**src/rtl/fsfl_pkg.sv**
```systemverilog
// ----------------------------------------------------------------------------
// fsfl_pkg
// shared types and constants of the fixed slot free list allocator
// ----------------------------------------------------------------------------
package fsfl_pkg;

    typedef enum logic [1:0] {
        OP_ALLOC = 2'd0,
        OP_FREE  = 2'd1,
        OP_INIT  = 2'd2
    } op_t;

    typedef enum logic [1:0] {
        STAT_OK    = 2'd0,
        STAT_EMPTY = 2'd1,
        STAT_RANGE = 2'd2
    } status_t;

    typedef enum logic {
        ST_IDLE = 1'b0,
        ST_EXEC = 1'b1
    } ctl_state_t;

    typedef struct packed {
        logic rd_en;
        logic wr_en;
    } link_ctl_t;

    // register select bit (paddr[2])
    localparam logic REG_SLOTS_IN_USE = 1'b0;
    localparam logic REG_SLOT_BYTES   = 1'b1;

    localparam logic [10:0] SLOTS_RESET = 11'd1024;
    localparam logic [12:0] BYTES_RESET = 13'd64;

endpackage

```
**src/rtl/fsfl_ctrl.sv**
```systemverilog
// ----------------------------------------------------------------------------
// fsfl_ctrl
// request sequencer: head pointer, untouched counter, link access, result register
// ----------------------------------------------------------------------------
module fsfl_ctrl #(
    parameter int MAX_SLOTS = 1024,
    parameter int HEAD_W    = 11,
    parameter int AW        = 10
) (
    input  logic                  clk,
    input  logic                  rst_n,
    input  logic                  in_valid,
    output logic                  in_ready,
    input  logic [1:0]            operation,
    input  logic [9:0]            slot_index,
    output logic                  out_valid,
    input  logic                  out_ready,
    output fsfl_pkg::status_t     status,
    output logic [9:0]            granted_index,
    output logic [21:0]           byte_offset,
    input  logic [10:0]           slot_count,
    input  logic [12:0]           slot_bytes,
    output fsfl_pkg::link_ctl_t   link_ctl,
    output logic [AW-1:0]         link_rd_addr,
    output logic [AW-1:0]         link_wr_addr,
    output logic [HEAD_W-1:0]     link_wr_data,
    input  logic [HEAD_W-1:0]     link_rd_data
);

    localparam logic [HEAD_W-1:0] NULL_MARK = HEAD_W'(MAX_SLOTS);

    fsfl_pkg::ctl_state_t state_reg, state_next;

    logic [1:0]          op_reg;
    logic [9:0]          idx_reg;
    logic [HEAD_W-1:0]   free_head_reg, free_head_next;
    logic [10:0]         untouched_reg, untouched_next;
    logic                out_valid_reg, out_valid_next;
    fsfl_pkg::status_t   out_status_reg, out_status_next;
    logic [9:0]          out_index_reg, out_index_next;
    logic [21:0]         out_offset_reg, out_offset_next;

    logic                accept;
    logic                out_free;
    logic                done;
    logic                head_null;
    logic [10:0]         grant;
    logic [23:0]         product;
    logic                granted;
    logic                free_ok;

    assign accept    = in_valid && in_ready;
    assign out_free  = !out_valid_reg || out_ready;
    assign done      = (state_reg == fsfl_pkg::ST_EXEC) && out_free;
    assign head_null = (free_head_reg == NULL_MARK);
    assign free_ok   = ({1'b0, idx_reg} < slot_count);
    assign product   = grant * slot_bytes;

    // next state
    always_comb
    begin
        state_next = state_reg;
        case (state_reg)
            fsfl_pkg::ST_IDLE:
            begin
                if (accept)
                begin
                    state_next = fsfl_pkg::ST_EXEC;
                end
            end
            fsfl_pkg::ST_EXEC:
            begin
                if (out_free)
                begin
                    state_next = fsfl_pkg::ST_IDLE;
                end
            end
            default:
            begin
                state_next = fsfl_pkg::ST_IDLE;
            end
        endcase
    end

    // outputs of the state machine
    always_comb
    begin
        in_ready       = 1'b0;
        link_ctl.rd_en = 1'b0;
        link_ctl.wr_en = 1'b0;
        case (state_reg)
            fsfl_pkg::ST_IDLE:
            begin
                in_ready       = 1'b1;
                link_ctl.rd_en = in_valid && !head_null;
            end
            fsfl_pkg::ST_EXEC:
            begin
                link_ctl.wr_en = out_free && (fsfl_pkg::op_t'(op_reg) == fsfl_pkg::OP_FREE)
                                 && free_ok;
            end
            default:
            begin
                in_ready = 1'b0;
            end
        endcase
    end

    assign link_rd_addr = free_head_reg[AW-1:0];
    assign link_wr_addr = AW'(idx_reg);
    assign link_wr_data = free_head_reg;

    // pool update and result
    always_comb
    begin
        free_head_next  = free_head_reg;
        untouched_next  = untouched_reg;
        out_status_next = fsfl_pkg::STAT_OK;
        grant           = 11'd0;
        granted         = 1'b0;
        case (fsfl_pkg::op_t'(op_reg))
            fsfl_pkg::OP_ALLOC:
            begin
                if (!head_null)
                begin
                    grant          = 11'(free_head_reg);
                    granted        = 1'b1;
                    free_head_next = link_rd_data;
                end
                else if (untouched_reg < slot_count)
                begin
                    grant          = untouched_reg;
                    granted        = 1'b1;
                    untouched_next = untouched_reg + 11'd1;
                end
                else
                begin
                    out_status_next = fsfl_pkg::STAT_EMPTY;
                end
            end
            fsfl_pkg::OP_FREE:
            begin
                if (free_ok)
                begin
                    free_head_next = HEAD_W'(idx_reg);
                end
                else
                begin
                    out_status_next = fsfl_pkg::STAT_RANGE;
                end
            end
            fsfl_pkg::OP_INIT:
            begin
                free_head_next = NULL_MARK;
                untouched_next = 11'd0;
            end
            default:
            begin
                out_status_next = fsfl_pkg::STAT_OK;
            end
        endcase
        out_index_next  = granted ? grant[9:0] : 10'd0;
        out_offset_next = granted ? product[21:0] : 22'd0;
    end

    always_comb
    begin
        if (done)
        begin
            out_valid_next = 1'b1;
        end
        else if (out_ready)
        begin
            out_valid_next = 1'b0;
        end
        else
        begin
            out_valid_next = out_valid_reg;
        end
    end

    always_ff @(posedge clk or negedge rst_n)
    begin
        if (!rst_n)
        begin
            state_reg     <= fsfl_pkg::ST_IDLE;
            free_head_reg <= NULL_MARK;
            untouched_reg <= 11'd0;
            out_valid_reg <= 1'b0;
        end
        else
        begin
            state_reg     <= state_next;
            out_valid_reg <= out_valid_next;
            if (done)
            begin
                free_head_reg <= free_head_next;
                untouched_reg <= untouched_next;
            end
        end
    end

    always_ff @(posedge clk)
    begin
        if (accept)
        begin
            op_reg  <= operation;
            idx_reg <= slot_index;
        end
        if (done)
        begin
            out_status_reg <= out_status_next;
            out_index_reg  <= out_index_next;
            out_offset_reg <= out_offset_next;
        end
    end

    assign out_valid     = out_valid_reg;
    assign status        = out_status_reg;
    assign granted_index = out_index_reg;
    assign byte_offset   = out_offset_reg;

endmodule

```
**config.mk**
```make
export PLATFORM = sky130hd
export DESIGN_NAME = fsfl_ctrl
export DESIGN_NICKNAME = d
export VERILOG_FILES = /design/src/rtl/fsfl_pkg.sv /design/src/rtl/fsfl_ctrl.sv
export SDC_FILE = /design/constraint.sdc
export NUM_CORES = 1
export LEC_CHECK = 0
export BUFFER_PORTS_ARGS = -buffer_cell sky130_fd_sc_hd__buf_2
export CAP_MARGIN = 20
export CORE_MARGIN = 1.5
export CORE_UTILIZATION = 46
export CTS_CLUSTER_SIZE = 28
export DETAILED_ROUTE_END_ITERATION = 6
export GPL_ROUTABILITY_DRIVEN = 0
export GPL_TIMING_DRIVEN = 0
export PLACE_DENSITY = 0.66
export RECOVER_POWER = 100
export SYNTH_ARGS = -nofsm -noshare
export SYNTH_HDL_FRONTEND = slang
export SYNTH_SLANG_ARGS = --single-unit
```
**constraint.sdc**
```tcl
create_clock -name clk -period 8 [get_ports clk]
set_input_delay 0.8 -clock clk [delete_from_list [all_inputs] [get_ports clk]]
set_output_delay 0.8 -clock clk [all_outputs]
set_load 0.02 [all_outputs]
```
* Word level (Yosys, flattened, before mapping)
Index checks and enable logic that the tools add are counted.
** Storage, ports and cells
- Bits in registers :: 70
- Input bits :: 51
- Output and inout port bits :: 69
- Logic and storage cells :: 59
** Operators by class
- Reduce and logical (&&, ||, !) cells :: 14
- Magnitude comparators :: 2
- $mul :: 1
- Mux-type cells :: 24
- Add/sub/neg operators :: 1
- Bitwise operators :: 1
- Equal/unequal tests :: 7
** Operators with widths (number)
- $mux W11 :: 7
- $pmux W11 S3 :: 1
- $mul A11 B13 Y22 :: 1
- $pmux W11 S2 :: 1
- $mux W1 :: 12
- $add A11 B1 Y11 const B :: 1
- $eq A11 B11 Y1 const B :: 1
- $lt A10 B11 Y1 :: 1
- $lt A11 B11 Y1 :: 1
- $ne A2 B2 Y1 const B :: 4
- $reduce_and A4 Y1 :: 2
- $logic_and A1 B1 Y1 :: 5
- $pmux W2 S2 :: 1
- $reduce_bool A2 Y1 :: 2
- $reduce_bool A3 Y1 :: 1
- $eq A2 B1 Y1 const B :: 1
- $eq A2 B2 Y1 const B :: 1
- $logic_not A1 Y1 :: 2
- $logic_not A2 Y1 :: 1
- $mux W2 :: 1
- $pmux W1 S2 :: 1
- $logic_or A1 B1 Y1 :: 1
- $not A1 Y1 :: 1

* Depth between registers and ports, before layout
- Depth in word-level cells :: 5
- Depth in mapped cells :: 30
- Mapped depth without buffers :: 27

* Least setup slack after synthesis
No wires, ideal clock.
- Kind :: input to register
- From :: input slot_count[4]
- To :: register out_offset_reg[21] (netlist: byte_offset[21]), data pin
- Slack :: 849 ps
- Path buffers :: 3
- Setup time :: 262 ps
- Stages :: 27
- Arrival :: 6889 ps
- Path through :: inv_1 ha_1 a21oi_1 o22ai_1 a2111oi_4 a31o_1 buf_6 buf_12 a21oi_2 nor2_2 buf_6 nand2_1 fa_1 fa_1 inv_1 fa_1 fa_1 inv_1 fa_1 inv_1 ha_1 a2111oi_0 a211oi_1 a21oi_1 o21ai_0 xnor2_1 mux2i_1
** Between the ends
- Longest elaborated chain between the ends :: 5
- Elaborated cells between the ends (all ways) :: 8
- Those cells by class :: 1 x mul; 1 x order compare; 6 x mux
** Ends and longest elaborated chain
- start, declared :: RTL line fsfl_ctrl.sv:21 : input logic [10:0] slot_count,
- $lt A11 B11 Y1 (*) :: RTL line fsfl_ctrl.sv:130 : else if (untouched_reg < slot_count)
- $mux W11 :: RTL line fsfl_ctrl.sv:130
- $mux W11 :: RTL line fsfl_ctrl.sv:124 : if (!head_null)
- $mux W11 :: RTL line fsfl_ctrl.sv:121 : case (fsfl_pkg::op_t'(op_reg))
- $mul A11 B13 Y22 :: RTL line fsfl_ctrl.sv:57 : assign product = grant * slot_bytes;
- end signal, assigned :: RTL line fsfl_ctrl.sv:214 : out_offset_reg <= out_offset_next;
- end, declared :: RTL line fsfl_ctrl.sv:41 : logic [21:0] out_offset_reg, out_offset_next;
Every way passes the cells marked *; elsewhere a longest branch is shown, timed or not.
A chain may end at the register's enable or synchronous reset.

* Worst setup path in the final report
- From :: input slot_count[4]
- To :: register out_offset_reg[20] (netlist: byte_offset[20]), data pin
The elaborated chain is that of the path after synthesis.

==> metrics.txt <==
first-pass GRT wire length=33200 um; syn avg cell area=9.56 um2; worst rel slew slack=-6.47%; Fillers=1667; Slowest-stage cell, CP=fa_1; top post-synthesis cells by area=fa_1 24%, edfxtp_1 17%, ha_1 12%; Largest register FFs=22; Yosys warning count=0; endpoints failing setup=0; Residual DRC=0; Inserted Clock Buffers=9; fraction of layout cells with a size suffix above 1=12.8%; area grow syn2layout=13.2%; die height=137 um; Crit Path Class=input pin to flip-flop; depth of the CTS H-tree=3; Congestion Overflow GR=0; Routed Antenna Nets=0; wirelength, routed=20100 um; clk_skew=0.0101 ns; IO buf count=119; flop2flop setup slack=0.42 ns; cells on worst reg2reg path=24; hold path cells=2; Worst Path Required=8.09 ns; register area share after synthesis=24.1%; cell row count=48; Synth cell types=61; hold-critical path endpoint=out_valid; Max Fanout on Critical Path=10; Clock Tree Buf Depth=2; status=finished, violations left; WHS=0.510 ns; initial antenna violation count=0; syn_nets=1087; Main synth FF type=edfxtp_1; fin util=53.5%; post-synth top area cell=fa_1; Sinks on Clock Net=70; routed vias=6292; EDFF count, synth=46; first drt pass iteration count=5; most frequent cells in the layout=148 x inv_1, 97 x fa_1, 94 x nand2_1; crit-path leading delay family=adder cells; Post-Syn Instances=862; full die area=0.0187 mm2; Fmax achieved=131 MHz; dpl hpwl=15900 um; Setup crit end kind=flip-flop; core area=0.0174 mm2; Worst-Margin Slew=1.60 ns; antenna diode count=0; Die Wd=137 um; Arr. time, crit path=7.74 ns; Total Nets Final=1219; cell mode on critical path=fa_1; Via density=5.14; largest net degree at the start of global routing=38; vias in the first global route=6381; hold violation total from the final report=0; ys async rst share=34.3%; Bufs and invs on worst path=6; Netlist Area Pre-Place=0.00824 mm2; All-Layer GR Usage=23.3%; Worst R2R Start=untouched_reg[4]; CTS Root Cell=clkbuf_16; Max-cap violations=1; CP Launch Type=input pin; drt wl/cell=16.5 um; HP Start=out_valid; Pleak=4.49 nW; Placed Area=0.00911 mm2; Max rail drop VDD=0.234 mV; Pwr Density=243 mW/mm2; post-route cell area=0.00932 mm2; slowest stage delay, CP=0.57 ns; post-synthesis sequential element count=70; Initial Utilization=47.3%; IO Count=120; RR Endpoint=byte_offset[20]; Iter 0 DRT Violations=289; violated checks=max-capacitance violations, max-slew violations; worst-skew pair later-pin latency=0.35 ns; RSZ-0062 raised after global routing=no; Post-CTS Hold Buffers=0; most common library cell in the layout ignoring fill and taps=inv_1; Clk pin slew, worst setup/hold paths=0.06 ns; hold crit path type=flip-flop to flip-flop; Final Cycle Share=95.5%; top cell type's share of synthesized area=23.6%; minimum clock period=7.64 ns; TritonCTS clock tree=built; fin. max-slew vios=38
## cells in the mapped netlist (all sizes together) (3+ instances only)
library cell    n
a2111oi         4
a21o           10
a21oi          38
a31oi           5
and2           77
and3           10
buf            25
clkbuf         21
dfrtp          23
edfxtp         46
fa             97
ha             77
inv           148
mux2           12
mux2i           3
nand2          94
nand2b          7
nand3          10
nand4           4
nor2           41
nor2b           7
nor3            4
o21a            6
o21ai          38
o22ai           3
o31ai          10
xnor2          11
xor2            4
## layout make-up
type	instances	area [um2]	share of cell area [%]
sequential	70	1980	21.3
multi-input combinational	598	5410	58.1
tap	225	282	3.02
clock buffer	10	239	2.56
buffer	46	270	2.90
clock inverter	6	50.0	0.537
timing repair buffer	121	527	5.65
inverter	148	556	5.96
## worst min-delay path, stage by stage (launching register included)
cell      delay (ns)
dfrtp_1         0.35
nand2b_1        0.07
nand2_1         0.06
## routing by layer
layer | global-route usage (%) | wire [um] | share of wire [%] | vias to the layer above
li1 | - | - | - | 3035
met1 | 31.9 | 8950 | 44 | 3064
met2 | 38.8 | 9840 | 49 | 172
met3 | 3.04 | 1010 | 5.0 | 21
met4 | 6.37 | 341 | 1.7 | 0
met5 | 0 | 0 | 0 | -
## logic make-up after synthesis
logic type | share of synthesized area, %
compound gates | 10.3
buf+inv | 10.1
xor+xnor | 1.59
flops | 24.1
simple gates | 16.6
fa+ha+maj | 35.3
mux | 2.05
## repair_timing
| item | CTS | global route |
|---|---|---|
| setup endpoints to repair | 1 | 5 |
| buffers inserted | 0 | 1 |
| pin swaps | 0 | 1 |
| hold endpoints to repair | 0 | 0 |
| resized for setup | 1 | 6 |
## stage by stage
stage | power, mW | cells | setup WS, ns | TNS, ns
2_1_floorplan | 1.53 | 862 | 0.849 | 0
3_3_place_gp | 1.87 | 1206 | -0.374 | -0.654
3_5_place_dp | 1.89 | 1206 | -0.357 | -0.666
4_1_cts | 2.31 | 1222 | 0.111 | 0
5_1_grt | 2.46 | 1224 | 0.0186 | 0
6_report | 2.27 | 1224 | 0.357 | 0
## report_power, final
part,switching (mW),internal [mW],total (mW)
registers,0.0788,0.528,0.606
clock network,0.190,0.224,0.414
logic,0.792,0.453,1.25
total,1.06,1.20,2.27
## worst max path at each step
stage / slack (ns) / endpoint / from / cells past startpoint
after floorplan: 0.85 / byte_offset[21] / slot_count[4] / 27
after global placement: -0.37 / byte_offset[21] / slot_count[4] / 27
after detailed placement: -0.36 / byte_offset[21] / slot_count[4] / 27
after CTS: 0.11 / byte_offset[21] / slot_count[4] / 27
after global routing: 0.02 / byte_offset[21] / slot_count[4] / 27
final: 0.36 / byte_offset[20] / slot_count[4] / 26
Power figures use the tool's default switching activity.
